### src/rtl/core/dencxy_pkg.sv
`timescale 1ns / 1ps
// ----------------------------------------------------------------------------
// dencxy_pkg: shared types and constants of the dual encoder CoreXY block
// Field widths, motion classes and the queue entry that travels from the
// unwrap front end to the position back end.
// ----------------------------------------------------------------------------
package dencxy_pkg;

  localparam int ANGLE_BITS    = 12;
  localparam int TURN_BITS     = 24;
  localparam int TOTAL_BITS    = 36;
  localparam int POS_BITS      = 48;
  localparam int RECIP_BITS    = 24;
  localparam int IN_DATA_BITS  = 24;
  localparam int OUT_DATA_BITS = 224;

  localparam logic [RECIP_BITS-1:0] RECIP_RESET = 24'd65574;

  typedef enum logic [2:0] {
    MOTION_STILL     = 3'd0,
    MOTION_RISING    = 3'd1,
    MOTION_FALLING   = 3'd2,
    MOTION_WRAP_UP   = 3'd3,
    MOTION_WRAP_DOWN = 3'd4
  } motion_t;

  typedef struct packed {
    logic signed [TOTAL_BITS-1:0] total_a;
    logic signed [TOTAL_BITS-1:0] total_b;
    logic signed [TURN_BITS-1:0]  turns_a;
    logic signed [TURN_BITS-1:0]  turns_b;
    motion_t                      motion_a;
    motion_t                      motion_b;
  } entry_t;

endpackage

### src/rtl/core/dencxy_fifo.sv
`timescale 1ns / 1ps
// ----------------------------------------------------------------------------
// dencxy_fifo: queue between front end and back end
// Small register queue of unwrap results with full and valid flags.
// ----------------------------------------------------------------------------
module dencxy_fifo #(
  parameter int DEPTH = 4
) (
  input  logic               clk,
  input  logic               rst,
  input  logic               push,
  input  dencxy_pkg::entry_t push_entry,
  output logic               full,
  input  logic               pop,
  output dencxy_pkg::entry_t pop_entry,
  output logic               valid
);

  localparam int PB = $clog2(DEPTH);
  localparam int CB = $clog2(DEPTH + 1);

  dencxy_pkg::entry_t mem [DEPTH];
  logic [PB-1:0] wr_ptr, rd_ptr;
  logic [CB-1:0] count;

  assign full      = (count == CB'(DEPTH));
  assign valid     = (count != '0);
  assign pop_entry = mem[rd_ptr];

  always_ff @(posedge clk) begin
    if (push) mem[wr_ptr] <= push_entry;
  end

  always_ff @(posedge clk) begin
    if (rst) begin
      wr_ptr <= '0;
      rd_ptr <= '0;
      count  <= '0;
    end else begin
      if (push) begin
        wr_ptr <= (wr_ptr == PB'(DEPTH - 1)) ? '0 : wr_ptr + PB'(1);
      end
      if (pop) begin
        rd_ptr <= (rd_ptr == PB'(DEPTH - 1)) ? '0 : rd_ptr + PB'(1);
      end
      if (push && !pop)      count <= count + CB'(1);
      else if (!push && pop) count <= count - CB'(1);
    end
  end

endmodule

### config.mk
export PLATFORM = sky130hd
export DESIGN_NAME = dencxy_fifo
export DESIGN_NICKNAME = d
export VERILOG_FILES = /design/src/rtl/core/dencxy_pkg.sv /design/src/rtl/core/dencxy_fifo.sv
export SDC_FILE = /design/constraint.sdc
export NUM_CORES = 1
export LEC_CHECK = 0
export ABC_CLOCK_PERIOD_IN_PS = 5000
export BUFFER_PORTS_ARGS = -buffer_cell sky130_fd_sc_hd__buf_2
export CAP_MARGIN = 20
export CELL_PAD_IN_SITES_DETAIL_PLACEMENT = 1
export CELL_PAD_IN_SITES_GLOBAL_PLACEMENT = 1
export CORE_MARGIN = 2
export CORE_UTILIZATION = 50
export DETAILED_ROUTE_END_ITERATION = 6
export GPL_ROUTABILITY_DRIVEN = 1
export GPL_TIMING_DRIVEN = 0
export PLACE_DENSITY = 0.88
export SETUP_SLACK_MARGIN = 0.3
export SLEW_MARGIN = 30
export SYNTH_ARGS = -nofsm -noshare
export SYNTH_HDL_FRONTEND = slang
export SYNTH_SLANG_ARGS = --single-unit
### constraint.sdc
create_clock -name clk -period 5 [get_ports clk]
set_input_delay 0.25 -clock clk [delete_from_list [all_inputs] [get_ports clk]]
set_output_delay 0.25 -clock clk [all_outputs]
set_load 0.05 [all_outputs]
**Word-level counts from Yosys, hierarchy flattened**

Memory sizes are Yosys's and may differ from the RTL's. A register that Yosys moved wholly into a read port is not among the register bits.
Index checks and enable logic that the tools add are counted.

- Memories: 1
- Register bits after elaboration: 7
- Output and inout port bits: 128
- Logic and storage cells: 25
- Memory bits (writable): 504
- Memory bits (read-only): 0
- Bits in latches: 0

- Mux-type cells: 8
- Multipliers: 0
- Shifts and indexed selects: 0
- Reduce and logical (&&, ||, !) cells: 6
- Order comparisons: 0
- Equality and inequality tests: 3
- Bitwise gates (word level): 0
- $add $sub $neg: 4
- Div/mod/pow operators: 0

Memories:

| memory | words | bits a word | read ports | clocked after memory_dff | write ports | RTL line | RTL |
|---|---|---|---|---|---|---|---|
| mem | 4 | 126 | 1 | 1 | 1 | dencxy_fifo.sv:22 | `dencxy_pkg::entry_t mem [DEPTH];` |

Operators with widths:

| operator | count |
|---|---|
| 2-bit two-way mux | 4 |
| 3-bit two-way mux | 2 |
| 2-bit by 1-bit adder with 2-bit output (second input constant) | 2 |
| 2-bit == test (second input constant) | 2 |
| 3-bit by 1-bit adder with 3-bit output (second input constant) | 1 |
| 3-bit == test (second input constant) | 1 |
| 3-bit nonzero test | 1 |
| 3-bit by 1-bit subtractor with 3-bit output (second input constant) | 1 |
| 1-bit logical AND | 2 |
| 1-bit zero test | 2 |
| 1-bit two-way mux | 2 |
| 2-bit nonzero test | 1 |

**Longest topological paths before layout**

- Word-level depth: 4
- Gate-level depth with buffers: 7
- Depth with buffers taken out: 7

**Least setup slack after synthesis**

OpenSTA, ideal clock, no wires.

- Path type: reg2reg
- Start: register wr_ptr[0]
- End: memory mem[3][0] (netlist bit), enable pin
- Arrival time: 3436 ps
- Stages on the path, launching flop included: 3
- Path slack: 1064 ps
- Buffers on the path: 0
- Data required time: 4501 ps
- Cells stage by stage: dfxtp_1 -> ha_1 -> and2_1

RTL lines:

| item | RTL line | RTL |
|---|---|---|
| from (decl) | dencxy_fifo.sv:23 | `logic [PB-1:0] wr_ptr, rd_ptr;` |
| from (signal assigned) | dencxy_fifo.sv:41 | `wr_ptr <= (wr_ptr == PB'(DEPTH - 1)) ? '0 : wr_ptr + PB'(1);` |
| to (decl) | dencxy_fifo.sv:22 |  |

Straight into the memory's write port.

==> run metrics <==
number of core rows=70; GPL Wtd Cong=0.7106; port bufs=between 200 and 300; Worst-Margin Slew=roughly 0.69 ns; root buffer cell=clkbuf_16; Synth Register Bits=~510; post-route cell area=23,550 µm²; Worst path top cell family by delay=buffers and inverters; Crit Reg-Reg Startpoint=wr_ptr[0]$_SDFFE_PP0P_; CTS Buf Count=52; status=completed; Syn Inst Count=702; fill count=between 2,000 and 3,000; slowest CP cell=mux4_2; met2 Usage GRT=0.4198; peak supply drop=roughly 0.00033 V; Initial Utilization=0.5078; DRT iter0 DRCs=567; CP max stage delay=0.39 ns; Tot GR Track Use=0.2372; crit-path most repeated cell=buf_2; crit-path cells=buf_2 > buf_2 > buf_2 > mux4_2 > buf_2; Buf/Inv on CP=4; clock slew at reported path FFs=approximately 0.06 ns; Setup TNS=0 ns; wire per inst=26.78 µm; CTS tree=yes; final hold vios=0; gr ovfl total=0; Worst Skew=between 0.015 and 0.02 ns; slew margin rel.=0.5367; Mapped Nets=about 840; vias in the first global route=10,464; DP Area=just over 20,000 µm²; nets@finish=1,289; Netlist cell types=18; Longest Clk Path Bufs=3; routed via count=between 9,000 and 10,000; PwrDens=around 420 nW/µm²; Slew Limit Fails=0; routed wire length=44,420 µm; clock sink total=513; reg2reg setup slack=~3.0 ns; FF-to-FF End=mem[3][103]$_DFFE_PP_; die width=just under 200 µm; Setup crit start kind=register; Fmax achieved=about 0.36 GHz; vias per cell=around 5.6; first-pass GRT wire length=between 60,000 and 70,000 µm; final setup fails=0; RSZ-0062 raised after global routing=no; Data required, critical path=about 4.8 ns; CTS H-Tree Depth=2; most frequent cells in the layout=504 x edfxtp_1, 271 x buf_2, 127 x dlygate4sd3_1; share of cells above drive strength 1=0.4087; Routed Antenna Nets=0; M3 GR Usage=0.06331; die area=between 30,000 and 40,000 µm²; Crit. End Element=primary output; hpwl dp=between 20,000 and 30,000 µm; CP arrival=around 2.5 ns; max-cap violation count=0; largest net degree at the start of global routing=between 40 and 50; Seq/Total Area, Yosys=0.8239; DR pass1 iterations=5; Die Span Y=between 150 and 200 µm; worst reg-to-reg path cell count=4; synth warn=0; P_leak=0.008059 µW; syn avg cell area=around 26 µm²; met1 global-route usage=0.2858; CTS-repair resized insts=0; Post-route DRC=0; clk_lat worst skew=0.58 ns; Tmin final=roughly 2.7 ns; Hold/Removal Path Class=input port to register; Worst Hold Launch=pop; most common cell after layout, fill and taps aside=edfxtp_1; Crit Path Max Fanout=10; Layout area overhead=26.68%; hold path depth=3; Netlist Area Pre-Place=18,590 µm²; Final Cycle Share=0.5481; Top Usage Layer GRT=met2; core area=36,610 µm²; # IOs=258; antenna violations before repair=4; Setup Crit Path Kind=register to primary output
power by group:
| part | switching [µW] | internal, µW |
|---|---|---|
| clock | 1570 | 2020 |
| combinational | 932 | 441 |
| sequential | 58.8 | 4930 |
| total | 2560 | 7390 |
worst max-delay path by stage:
| stage | slack [ns] | cells after the start | end | startpoint |
|---|---|---|---|---|
| after floorplan | 1.06 | 2 | mem[3][0]$_DFFE_PP_ | wr_ptr[0]$_SDFFE_PP0P_ |
| after global placement | -1.25 | 3 | mem[0][67]$_DFFE_PP_ | wr_ptr[0]$_SDFFE_PP0P_ |
| after detailed placement | 2.88 | 4 | pop_entry[50] | register |
| after CTS | 2.24 | 4 | pop_entry[53] | register |
| after global routing | 2.16 | 5 | pop_entry[91] | register |
| final | 2.26 | 5 | pop_entry[91] | register |
per-stage QoR:
stage / hold slack [ns] / power [µW] / util / setup slack [ns] / instances
floorplan: 0.3191 / 5967 / - / 1.064 / 702
global placement: 0.4587 / 6310 / 0.5589 / -1.255 / 1427
detailed placement: 0.4682 / 6349 / 0.5665 / 2.885 / 1439
CTS: 0.02773 / 9976 / 0.6431 / 2.240 / 1657
global route: 0.06988 / 10240 / 0.6432 / 2.156 / 1659
finish: 0.04587 / 9949 / 0.6432 / 2.260 / 1659
synth_stat cells:
library cell / number / area (µm²)
buf_2: 14 / 70.07
a21oi_1: 2 / 10.01
edfxtp_1: 504 / 15130
o21ai_0: 1 / 5.000
dfxtp_1: 9 / 180.2
fa_1: 1 / 20.02
xor2_1: 2 / 17.52
buf_4: 2 / 15.01
nor2_1: 7 / 26.28
and2_1: 4 / 25.02
inv_1: 4 / 15.01
ha_1: 6 / 75.07
nor3b_1: 2 / 15.01
clkbuf_1: 6 / 22.52
mux4_2: 126 / 2838
mux2i_1: 4 / 40.04
buf_6: 6 / 67.56
or3_1: 2 / 12.51
repair_timing:
| action | 4_1_cts | 5_1_grt |
|---|---|---|
| hold buffers | 127 | 0 |
| hold endpoints to repair | 513 | 0 |
| buffers inserted | 0 | 0 |
| endpoints found under the setup margin | 0 | 0 |
flip-flops by register name, indices dropped and copies added, names as in the netlist, named ones only:
register  flops
rd_ptr        2
wr_ptr        2
count         3
mem         504
layer usage:
layer / up-vias / wire length, µm
li1: 3943 / -
met1: 4873 / 16620
met2: 332 / 23710
met3: 77 / 2906
met4: 4 / 1154
met5: - / 27
worst min-delay path, cell delays in order:
cell	delay [ns]
buf_2	0.12
mux2i_1	0.07
nor2_1	0.13
logic make-up (layout without fill, tap and decap cells):
| kind of cell | Yosys count | after routing | synth area share |
|---|---|---|---|
| DFF | 513 | 513 | 0.8239 |
| buffers and inverters | 32 | 519 | 0.01023 |
| adders and majority gates | 7 | 7 | 0.005115 |
| and+or+nand+nor | 15 | 15 | 0.004240 |
| xor gates and xnor gates | 2 | 2 | 0.0009425 |
| other | 0 | 2 | 0 |
| AOI/OAI and AO/OA | 3 | 3 | 0.0008075 |
| muxes | 130 | 130 | 0.1548 |
area by class of cell:
cell class	instances	area, µm²	share of cell area
plain buffers	28	175.2	0.007439
clock inverters	19	113.9	0.004835
well taps	468	585.6	0.02487
clock buffers	72	1418	0.06020
repair buffers	396	2828	0.1201
flip-flops and latches	513	15310	0.6503
multi-input cells	157	3094	0.1314
diodes	2	5.005	0.0002125
inverters	4	15.01	0.0006376
(Power assumes the default switching activity.)
