[src/rtl/core/dencxy_pkg.sv]
`timescale 1ns / 1ps
// ----------------------------------------------------------------------------
// dencxy_pkg: shared types and constants of the dual encoder CoreXY block
// Field widths, motion classes and the queue entry that travels from the
// unwrap front end to the position back end.
// ----------------------------------------------------------------------------
package dencxy_pkg;

  localparam int ANGLE_BITS    = 12;
  localparam int TURN_BITS     = 24;
  localparam int TOTAL_BITS    = 36;
  localparam int POS_BITS      = 48;
  localparam int RECIP_BITS    = 24;
  localparam int IN_DATA_BITS  = 24;
  localparam int OUT_DATA_BITS = 224;

  localparam logic [RECIP_BITS-1:0] RECIP_RESET = 24'd65574;

  typedef enum logic [2:0] {
    MOTION_STILL     = 3'd0,
    MOTION_RISING    = 3'd1,
    MOTION_FALLING   = 3'd2,
    MOTION_WRAP_UP   = 3'd3,
    MOTION_WRAP_DOWN = 3'd4
  } motion_t;

  typedef struct packed {
    logic signed [TOTAL_BITS-1:0] total_a;
    logic signed [TOTAL_BITS-1:0] total_b;
    logic signed [TURN_BITS-1:0]  turns_a;
    logic signed [TURN_BITS-1:0]  turns_b;
    motion_t                      motion_a;
    motion_t                      motion_b;
  } entry_t;

endpackage

[src/rtl/core/dencxy_front.sv]
`timescale 1ns / 1ps
// ----------------------------------------------------------------------------
// dencxy_front: angle unwrap front end
// Accepts angle pairs, primes on the first pair, tracks turns per encoder
// and pushes totals, turns and motion classes into the queue.
// ----------------------------------------------------------------------------
module dencxy_front (
  input  logic                                  clk,
  input  logic                                  rst,
  input  logic                                  in_valid,
  output logic                                  in_ready,
  input  logic [dencxy_pkg::IN_DATA_BITS-1:0]   in_data,
  output logic                                  q_push,
  output dencxy_pkg::entry_t                    q_entry,
  input  logic                                  q_full
);

  localparam int AB   = dencxy_pkg::ANGLE_BITS;
  localparam int TB   = dencxy_pkg::TURN_BITS;
  localparam int OB   = dencxy_pkg::TOTAL_BITS;
  localparam int WW   = TB + AB + 1;
  localparam int HALF = 1 << (AB - 1);

  localparam logic signed [TB-1:0] TURN_MAX = {1'b0, {(TB-1){1'b1}}};
  localparam logic signed [TB-1:0] TURN_MIN = {1'b1, {(TB-1){1'b0}}};
  localparam logic signed [WW-1:0] W_TOT_MAX = {{(WW-OB+1){1'b0}}, {(OB-1){1'b1}}};
  localparam logic signed [WW-1:0] W_TOT_MIN = {{(WW-OB+1){1'b1}}, {(OB-1){1'b0}}};

  logic          primed;
  logic [AB-1:0] prev_a, prev_b, origin_a, origin_b;
  logic signed [TB-1:0] turns_a, turns_b;

  logic          accept;
  logic [AB-1:0] angle_a, angle_b;
  dencxy_pkg::motion_t  mot_a, mot_b;
  logic signed [TB-1:0] turns_a_next, turns_b_next;

  function automatic dencxy_pkg::motion_t classify(input logic [AB-1:0] angle,
                                                   input logic [AB-1:0] prev);
    logic signed [AB:0] d;
    dencxy_pkg::motion_t m;
    d = $signed({1'b0, angle}) - $signed({1'b0, prev});
    if (d < -HALF)     m = dencxy_pkg::MOTION_WRAP_UP;
    else if (d > HALF) m = dencxy_pkg::MOTION_WRAP_DOWN;
    else if (d > 0)    m = dencxy_pkg::MOTION_RISING;
    else if (d < 0)    m = dencxy_pkg::MOTION_FALLING;
    else               m = dencxy_pkg::MOTION_STILL;
    return m;
  endfunction

  function automatic logic signed [TB-1:0] step_turns(input logic signed [TB-1:0] t,
                                                      input dencxy_pkg::motion_t m);
    logic signed [TB-1:0] r;
    r = t;
    if (m == dencxy_pkg::MOTION_WRAP_UP && t != TURN_MAX) r = t + TB'(1);
    if (m == dencxy_pkg::MOTION_WRAP_DOWN && t != TURN_MIN) r = t - TB'(1);
    return r;
  endfunction

  function automatic logic signed [OB-1:0] total(input logic signed [TB-1:0] t,
                                                 input logic [AB-1:0] angle,
                                                 input logic [AB-1:0] origin);
    logic signed [WW-1:0] w;
    logic signed [OB-1:0] r;
    w = $signed({t[TB-1], t, {AB{1'b0}}})
        + $signed({{(TB+1){1'b0}}, angle})
        - $signed({{(TB+1){1'b0}}, origin});
    if (w > W_TOT_MAX)      r = W_TOT_MAX[OB-1:0];
    else if (w < W_TOT_MIN) r = W_TOT_MIN[OB-1:0];
    else                    r = w[OB-1:0];
    return r;
  endfunction

  assign angle_a  = in_data[AB-1:0];
  assign angle_b  = in_data[2*AB-1:AB];
  assign in_ready = !q_full;
  assign accept   = in_valid && in_ready;
  assign q_push   = accept && primed;

  always_comb begin
    mot_a        = classify(angle_a, prev_a);
    mot_b        = classify(angle_b, prev_b);
    turns_a_next = step_turns(turns_a, mot_a);
    turns_b_next = step_turns(turns_b, mot_b);
  end

  always_comb begin
    q_entry.total_a  = total(turns_a_next, angle_a, origin_a);
    q_entry.total_b  = total(turns_b_next, angle_b, origin_b);
    q_entry.turns_a  = turns_a_next;
    q_entry.turns_b  = turns_b_next;
    q_entry.motion_a = mot_a;
    q_entry.motion_b = mot_b;
  end

  always_ff @(posedge clk) begin
    if (rst) begin
      primed   <= 1'b0;
      prev_a   <= '0;
      prev_b   <= '0;
      origin_a <= '0;
      origin_b <= '0;
      turns_a  <= '0;
      turns_b  <= '0;
    end else if (accept) begin
      prev_a <= angle_a;
      prev_b <= angle_b;
      if (!primed) begin
        // The priming pair sets the origin and leaves the turn counts alone.
        primed   <= 1'b1;
        origin_a <= angle_a;
        origin_b <= angle_b;
      end else begin
        turns_a <= turns_a_next;
        turns_b <= turns_b_next;
      end
    end
  end

endmodule

[config.mk]
export PLATFORM = sky130hd
export DESIGN_NAME = dencxy_front
export DESIGN_NICKNAME = d
export VERILOG_FILES = /design/src/rtl/core/dencxy_pkg.sv /design/src/rtl/core/dencxy_front.sv
export SDC_FILE = /design/constraint.sdc
export NUM_CORES = 1
export LEC_CHECK = 0
export BUFFER_PORTS_ARGS = -buffer_cell sky130_fd_sc_hd__buf_4
export CAP_MARGIN = 20
export CELL_PAD_IN_SITES_DETAIL_PLACEMENT = 1
export CELL_PAD_IN_SITES_GLOBAL_PLACEMENT = 1
export CORE_ASPECT_RATIO = 0.6
export CORE_MARGIN = 2
export CORE_UTILIZATION = 45
export CTS_BUF_LIST = sky130_fd_sc_hd__clkbuf_16
export DETAILED_ROUTE_END_ITERATION = 10
export PLACE_DENSITY = 0.95
export SLEW_MARGIN = 25
export SYNTH_ARGS = -nofsm -noshare
export SYNTH_HDL_FRONTEND = slang
export SYNTH_SLANG_ARGS = --single-unit
[constraint.sdc]
create_clock -name clk -period 8 [get_ports clk]
set_input_delay 0.8 -clock clk [delete_from_list [all_inputs] [get_ports clk]]
set_output_delay 0.8 -clock clk [all_outputs]
set_load 0.02 [all_outputs]
-- Word-level counts from Yosys, hierarchy flattened
Index checks and enable logic that the tools add are counted.
- register bits after elaboration: 97
- bits of input ports: 28
- word-level logic and storage cells: 63
- multiplexer cells: 16
- bitwise logic cells: 1
- equality and inequality tests: 8
- reductions and logical operators: 9
- $lt $le $gt $ge: 12
- add/subtract/negate cells: 10
- operators with widths (cell ; count):
    $mux 36 ; 4
    $mux 24 ; 4
    $ne 24x24->1 const B ; 4
    $add 36x13->37 ; 2
    $gt 37x36->1 const B ; 2
    $lt 37x36->1 const B ; 2
    $sub 37x13->37 ; 2
    $add 24x2->24 const B ; 2
    $sub 24x2->24 const B ; 2
    $gt 13x1->1 const B ; 2
    $gt 13x13->1 const B ; 2
    $lt 13x1->1 const B ; 2
    $lt 13x12->1 const B ; 2
    $sub 12x12->13 ; 2
    $mux 3 ; 4
    $mux 2 ; 4
    $eq 3x2->1 const B ; 2
    $eq 3x3->1 const B ; 2
    $logic_and 1x1->1 ; 6
    $reduce_and 2->1 ; 2
    $logic_not 1->1 ; 1
    $not 1->1 ; 1

-- Depth between registers and ports, before layout
Gate-level depths: netlist of the first run.
- depth in word-level cells: 15
- mapped depth: 20
- depth with buffers taken out: 18

-- Worst setup path before layout of the first run
Ideal clock, no wire load.
- path type: input-to-output
- start point: input in_data[12] in the netlist's numbering
- end point: output q_entry[76] in the netlist's numbering
- data required time: 7.200 ns
- data arrival time: 5.331 ns
- path slack: 1.869 ns
- cell stages on the path: 18
- path through: inv_1 ha_1 fa_1 nand2b_1 a211o_1 a21oi_1 o22a_1 inv_1 a21o_1 or4b_2 o21ai_0 xor2_1 or4_1 or2_2 clkbuf_1 nor3b_1 xnor2_1 o21ai_0
- RTL lines (item ; RTL line ; source):
    start, declared ; dencxy_front.sv:12 ; input logic [dencxy_pkg::IN_DATA_BITS-1:0] in_data,
    end, declared ; dencxy_front.sv:14 ; output dencxy_pkg::entry_t q_entry,

==> flow_summary.ini, run 1 <==
[pwr]
leakage_nw = 4.54
powerDensity_nw_per_um2 = 188
p_int_mw = 1.16
p_comb_share_pct = 55.4
switchingPower_uw = 990
clkPwrFrac_pct = 20.6
switching_share_pct = 46.1
pwr-share-seq_pct = 23.9
peakVddDrop_v = 0.000109
power_mw = 2.15

[placed_design]
place_hpwl_mm = 28.3
io_buffer_count = 155
dpl_cell_area_um2 = 11100
gp_congestion = 0.971

[timing]
skew_ns = 0.00728
post-route-period-util_pct = 93.6
finalSetupTns_ns = 0
worstMarginPinSlew_ns = 0.954
slew_viol_final = 0
max_freq_ghz = 0.134
period_minus_slack_ns = 7.49
setup_viol = 0
finalHoldViolCount = 0
rsz0062_at_grt = false
max-slew-margin-rel_pct = 36.1

[setup_path]
reg2regPathDepth = 15
worstPathRequired_ns = 7.20
slowest_delay_ns = 0.78
regToRegSetupSlack_ns = 3.88
cp_slowest_cell = nor4_1
cp.arrival_ns = 6.69
r2r_end = turns_b[17]
critical_path_class = input pin to output port
end_kind = output port
critPathLaunchType = input pin
r2r_start = prev_b[5]
crit_chain = buf_4 -> inv_1 -> ha_1 -> fa_1 -> nand2_1 -> a311oi_1 -> o21ai_0 -> nor4_1 -> nand4b_1 -> o41a_1 -> a21o_1 -> xnor2_1 -> nor4_1 -> nand4bb_1 -> nor2_1 -> nand4b_1 -> o21ai_0 -> buf_4
cp_max_fo = 18

[yosys]
syn_area_um2 = 9790
async_flop_share_pct = 0
yosysUniqueCellTypes = 102
avgSynthCellArea_um2 = 7.07
synth_edf_count = 0
syn_nets = 1471
synthFlopType = dfxtp_1
yosys_warnings = 0
synthCells = 1385
ys_ff_latch = 97
ys_seq_area_share_pct = 19.8

[routing]
wire_per_inst_um = 20.9
drcViolationCount = 6
routed_wl_mm = 37.3
drt_iter0_drc = 944
ant_nets = 0
via_per_inst = 6.16
vias = 11000
first_pass_iters = 8

[die]
initial_core_util_pct = 46.2
core_um2 = 21200
fp.dieW_um = 194
die_area_um2 = 23000
std_cell_rows = 41
num_io_pins = 156
die_h_um = 118

[global_route]
grt_pass1_vias = 10900
grt_max_degree = 98
grt_remaining_overflow = 0
antenna_found_initial = 0
grt_usage_pct = 31.9
grt_pass1_wl_mm = 59.5

[cells_and_area]
layout_commonest_cell = nand2_1
insertedDiodeCount = 0
final_area_um2 = 11400
fin_nets = 1586
drive_gt1_share_pct = 17.1
postLayoutCoreUtil_pct = 53.9
final_cell_mix = nand2_1 (216), buf_4 (172), a21oi_1 (131)
areaGrowthSynthToFinish_pct = 16.7

[clock_network]
clock_sinks = 97
cts_setup_buffers = 0
cts_tree = yes
cts_resized = 0
cts_root_buf = clkbuf_16
clk_pin_slew_worst_paths_ns = 0.08
numCtsBuffers = 9
worstSkewPairLatency_ns = 0.37
cts_buffer_depth = 2
cts_htree_levels = 3
holdBufCountCts = 0

[hold_path]
hold_start = origin_b[9]
hold_class = flop to flop
holdPathEnd = origin_b[9]
hold_path_depth = 2

[run_status]
violations = design-rule violations
outcome = finished with violations

[flow_run]
cap_violations = 0
worst max-delay path by stage:
stage | from | to | slack, ns | cells past startpoint
6_report | in_data[12] | q_entry[78] | 0.51 | 18
5_1_grt | in_data[12] | q_entry[78] | 0.18 | 18
4_1_cts | in_data[12] | q_entry[78] | 0.68 | 18
3_5_place_dp | in_data[12] | q_entry[78] | 0.74 | 18
3_3_place_gp | in_data[0] | q_entry[100] | 0.98 | 19
2_1_floorplan | in_data[12] | q_entry[76] | 1.87 | 18
routing by layer:
layer / global-route usage (%) / vias up / part of all wire (%)
li1: - / 5127 / -
met1: 47.6 / 5426 / 49
met2: 47.1 / 396 / 42
met3: 5.85 / 49 / 7.3
met4: 7.02 / 0 / 1.4
met5: 0 / - / 0
registers in the layout, summed over array words and instances, names as in the netlist:
register,count
origin_a,12
prev_b,12
primed,1
origin_b,12
turns_b,24
prev_a,12
turns_a,24
power by group through the flow:
| stage | logic [mW] | registers (mW) | clock network [mW] |
|---|---|---|---|
| after global placement | 1.13 | 0.523 | 0 |
| final | 1.19 | 0.514 | 0.443 |
| after floorplan | 0.741 | 0.518 | 0 |
| after CTS | 1.17 | 0.513 | 0.450 |
| after global routing | 1.27 | 0.516 | 0.466 |
| after detailed placement | 1.17 | 0.524 | 0 |
area by class of cell:
cell class	count	area (um2)
well taps	279	349
clock inverters	7	52.6
repair buffers	173	1300
flip-flops and latches	97	1940
fillers	2796	9760
inverters	83	312
multi-input cells	1136	7240
clock buffers	9	225
stage by stage:
step,cells,hold slack [ns],setup WS (ns)
after floorplan,1385,0.436,1.87
after global routing,1784,0.482,0.184
after detailed placement,1768,0.449,0.739
final,1784,0.458,0.514
after CTS,1784,0.460,0.678
after global placement,1768,0.442,0.978
kinds of logic (layout without fill, tap and decap cells):
kind of cell	count (synthesis)	count (layout)	synth area share, %
fa+ha+maj	58	58	7.72
flops	97	97	19.8
mux	7	7	0.792
compound gates	330	330	21.7
xor+xnor	118	118	10.8
simple gates	623	623	32.7
buf+inv	152	272	6.52
Yosys cell counts, drive strengths merged, types with 5 or more instances:
| cell | n | area [um2] |
|---|---|---|
| nand4 | 10 | 62.6 |
| nand3 | 38 | 190 |
| or4 | 19 | 158 |
| o31ai | 8 | 60.1 |
| or4b | 5 | 50.1 |
| and3 | 11 | 68.8 |
| a32oi | 5 | 43.8 |
| clkbuf | 53 | 199 |
| and4 | 7 | 61.3 |
| buf | 16 | 128 |
| a31oi | 16 | 121 |
| ha | 54 | 676 |
| dfxtp | 97 | 1940 |
| or3 | 38 | 243 |
| nor2 | 120 | 460 |
| nor3 | 40 | 226 |
| and2 | 8 | 51.3 |
| xnor2 | 68 | 596 |
| o21ai | 84 | 469 |
| or2 | 13 | 81.3 |
| nor2b | 9 | 56.3 |
| nand3b | 10 | 75.1 |
| nor3b | 5 | 37.5 |
| inv | 82 | 308 |
| nand2 | 217 | 817 |
| o211ai | 9 | 72.6 |
| xor2 | 50 | 464 |
| nand2b | 21 | 131 |
| nor4 | 40 | 297 |
| a21oi | 132 | 664 |
| a21o | 10 | 75.1 |
| o21a | 9 | 67.6 |
critical path: cells and delay by family:
family | cells | cell delay (ns)
buf+inv | 3 | 0.34
simple gates | 7 | 2.81
compound gates | 5 | 1.79
fa+ha+maj | 2 | 0.70
xor+xnor | 1 | 0.23
Power figures use the tool's default switching activity.
==> run 2, diff against run 1 <==
MAX_ROUTING_LAYER = met4   (was not set)
clock period = 9.6 ns   (was 8 ns; I/O delays follow)
==> run 2 against run 1 <==
Against the previous run: core utilization shrank 0.089 points; count of clock-buffer cells in the layout is the same; sequential cell count is the same; the flow still finishes with violations (design-rule violations); die area is the same; final area shrank 0.16%; critical path type unchanged; cell count shrank 0.34%; via count grew 0.15%; highest routed layer unchanged; sequential share of layout area is essentially flat; critical path depth grew 2.
==> flow_summary.ini, run 2 (synthesized netlist as in run 1, its figures left out) <==
[routing]
drcViolationCount = 5
via_per_inst = 6.20
ant_nets = 0
routed_wl_mm = 37.3
wire_per_inst_um = 21.0
vias = 11000
drt_iter0_drc = 909
first_pass_iters = 10

[cells_and_area]
fin_nets = 1580
areaGrowthSynthToFinish_pct = 16.5
final_area_um2 = 11400
final_cell_mix = nand2_1 (216), buf_4 (166), a21oi_1 (131)
drive_gt1_share_pct = 16.7
n_fill_cell = 2764
layout_commonest_cell = nand2_1
largestRegisters = turns_a x24, turns_b x24

[die]
core_um2 = 21200
die_h_um = 118
fp.dieW_um = 194
die_area_um2 = 23000
initial_core_util_pct = 46.2
std_cell_rows = 41
num_io_pins = 156

[setup_path]
cp_max_fo = 18
critPathLaunchType = input pin
regToRegSetupSlack_ns = 5.22
r2r_start = prev_b[0]
worstPathRequired_ns = 8.64
end_kind = output port
slowest_delay_ns = 0.79
cp.arrival_ns = 7.22
critical_path_class = input pin to output port
crit_chain = buf_4 -> inv_1 -> ha_1 -> fa_1 -> nand2b_1 -> a211o_1 -> a21oi_1 -> o22a_1 -> inv_1 -> a21o_1 -> or3_1 -> or3_1 -> o221ai_1 -> inv_2 -> nor4_4 -> nand4b_2 -> nor2_1 -> nand4b_1 -> o21ai_0 -> buf_4
r2r_end = turns_b[3]
reg2regPathDepth = 13
cp_slowest_cell = nand4b_1

[hold_path]
hold_class = flop to flop
hold_path_depth = 2
hold_start = prev_b[2]
holdPathEnd = prev_b[2]

[pwr]
clkPwrFrac_pct = 22.5
leakage_nw = 4.51
switchingPower_uw = 822
peakVddDrop_v = 0.000104
switching_share_pct = 44.9
powerDensity_nw_per_um2 = 161
pwr-share-seq_pct = 23.4
p_comb_share_pct = 54.1
p_int_mw = 1.01

[clock_network]
cts_buffer_depth = 2
worstSkewPairLatency_ns = 0.37
holdBufCountCts = 0
cts_setup_buffers = 0
numCtsBuffers = 9
cts_htree_levels = 3
cts_resized = 0
cts_tree = yes
clk_pin_slew_worst_paths_ns = 0.07
cts_root_buf = clkbuf_16
clock_sinks = 97

[timing]
finalHoldViolCount = 0
setup_viol = 0
finalSetupTns_ns = 0
post-route-period-util_pct = 85.2
rsz0062_at_grt = false
max_freq_ghz = 0.122
max-slew-margin-rel_pct = 25.4
period_minus_slack_ns = 8.18
slew_viol_final = 0
worstMarginPinSlew_ns = 1.11
skew_ns = 0.0129

[flow_run]
cap_violations = 0

[placed_design]
io_buffer_count = 155
dpl_cell_area_um2 = 11100
gp_congestion = 0.977
place_hpwl_mm = 28.1

[global_route]
antenna_found_initial = 1
grt_max_degree = 98
grt_remaining_overflow = 0
grt_usage_pct = 32.5
grt_pass1_wl_mm = 58.9
grt_pass1_vias = 10900

[run_status]
outcome = finished with violations
violations = design-rule violations
==> run 2: power groups by stage <==
stage,clock network [mW],registers [mW],logic [mW]
finish,0.413,0.428,0.991
global placement,0,0.436,0.935
floorplan,0,0.432,0.618
global route,0.431,0.430,1.05
CTS,0.417,0.428,0.976
detailed placement,0,0.437,0.969
==> run 2: final cells by class <==
type / count / area (um2) / area share [%]
flip-flops and latches: 97 / 1940 / 17.0
clock inverters: 6 / 91.3 / 0.801
well taps: 279 / 349 / 3.06
clock buffers: 9 / 225 / 1.97
diodes: 1 / 2.50 / 0.0219
multi-input cells: 1136 / 7220 / 63.4
repair buffers: 167 / 1260 / 11.0
inverters: 83 / 312 / 2.73
==> run 2: per-layer routing <==
| metal | vias to the layer above | part of all wire, % | global-route usage (%) |
|---|---|---|---|
| met5 | - | 0 | - |
| met2 | 366 | 44 | 48.0 |
| met1 | 5490 | 49 | 45.7 |
| li1 | 5109 | - | - |
| met4 | 0 | 1.3 | 7.26 |
| met3 | 50 | 6.2 | 6.22 |
==> run 2: worst max path at each step <==
stage / startpoint / to / slack, ns / depth (start not counted)
global route: in_data[12] / q_entry[54] / 1.08 / 20
CTS: in_data[12] / q_entry[74] / 1.59 / 20
finish: in_data[12] / q_entry[60] / 1.42 / 20
floorplan: in_data[12] / q_entry[76] / 3.15 / 18
global placement: in_data[12] / q_entry[86] / 2.11 / 20
detailed placement: in_data[12] / q_entry[68] / 1.60 / 20
==> run 2: stage by stage <==
step | utilization [%] | setup WS (ns) | power (mW) | hold WS, ns | std cells
detailed placement | 52.3 | 1.60 | 1.41 | 0.450 | 1762
global placement | 52.3 | 2.11 | 1.37 | 0.442 | 1762
CTS | 53.8 | 1.59 | 1.82 | 0.461 | 1777
floorplan | - | 3.15 | 1.05 | 0.436 | 1385
global route | 53.8 | 1.08 | 1.91 | 0.476 | 1778
finish | 53.8 | 1.42 | 1.83 | 0.458 | 1778
==> run 2: critical path, delay by kind of cell <==
kind / cells / cell delay [ns]
and+or+nand+nor: 7 / 2.77
AOI/OAI and AO/OA: 6 / 1.99
buffers and inverters: 5 / 0.83
adders and majority gates: 2 / 0.64
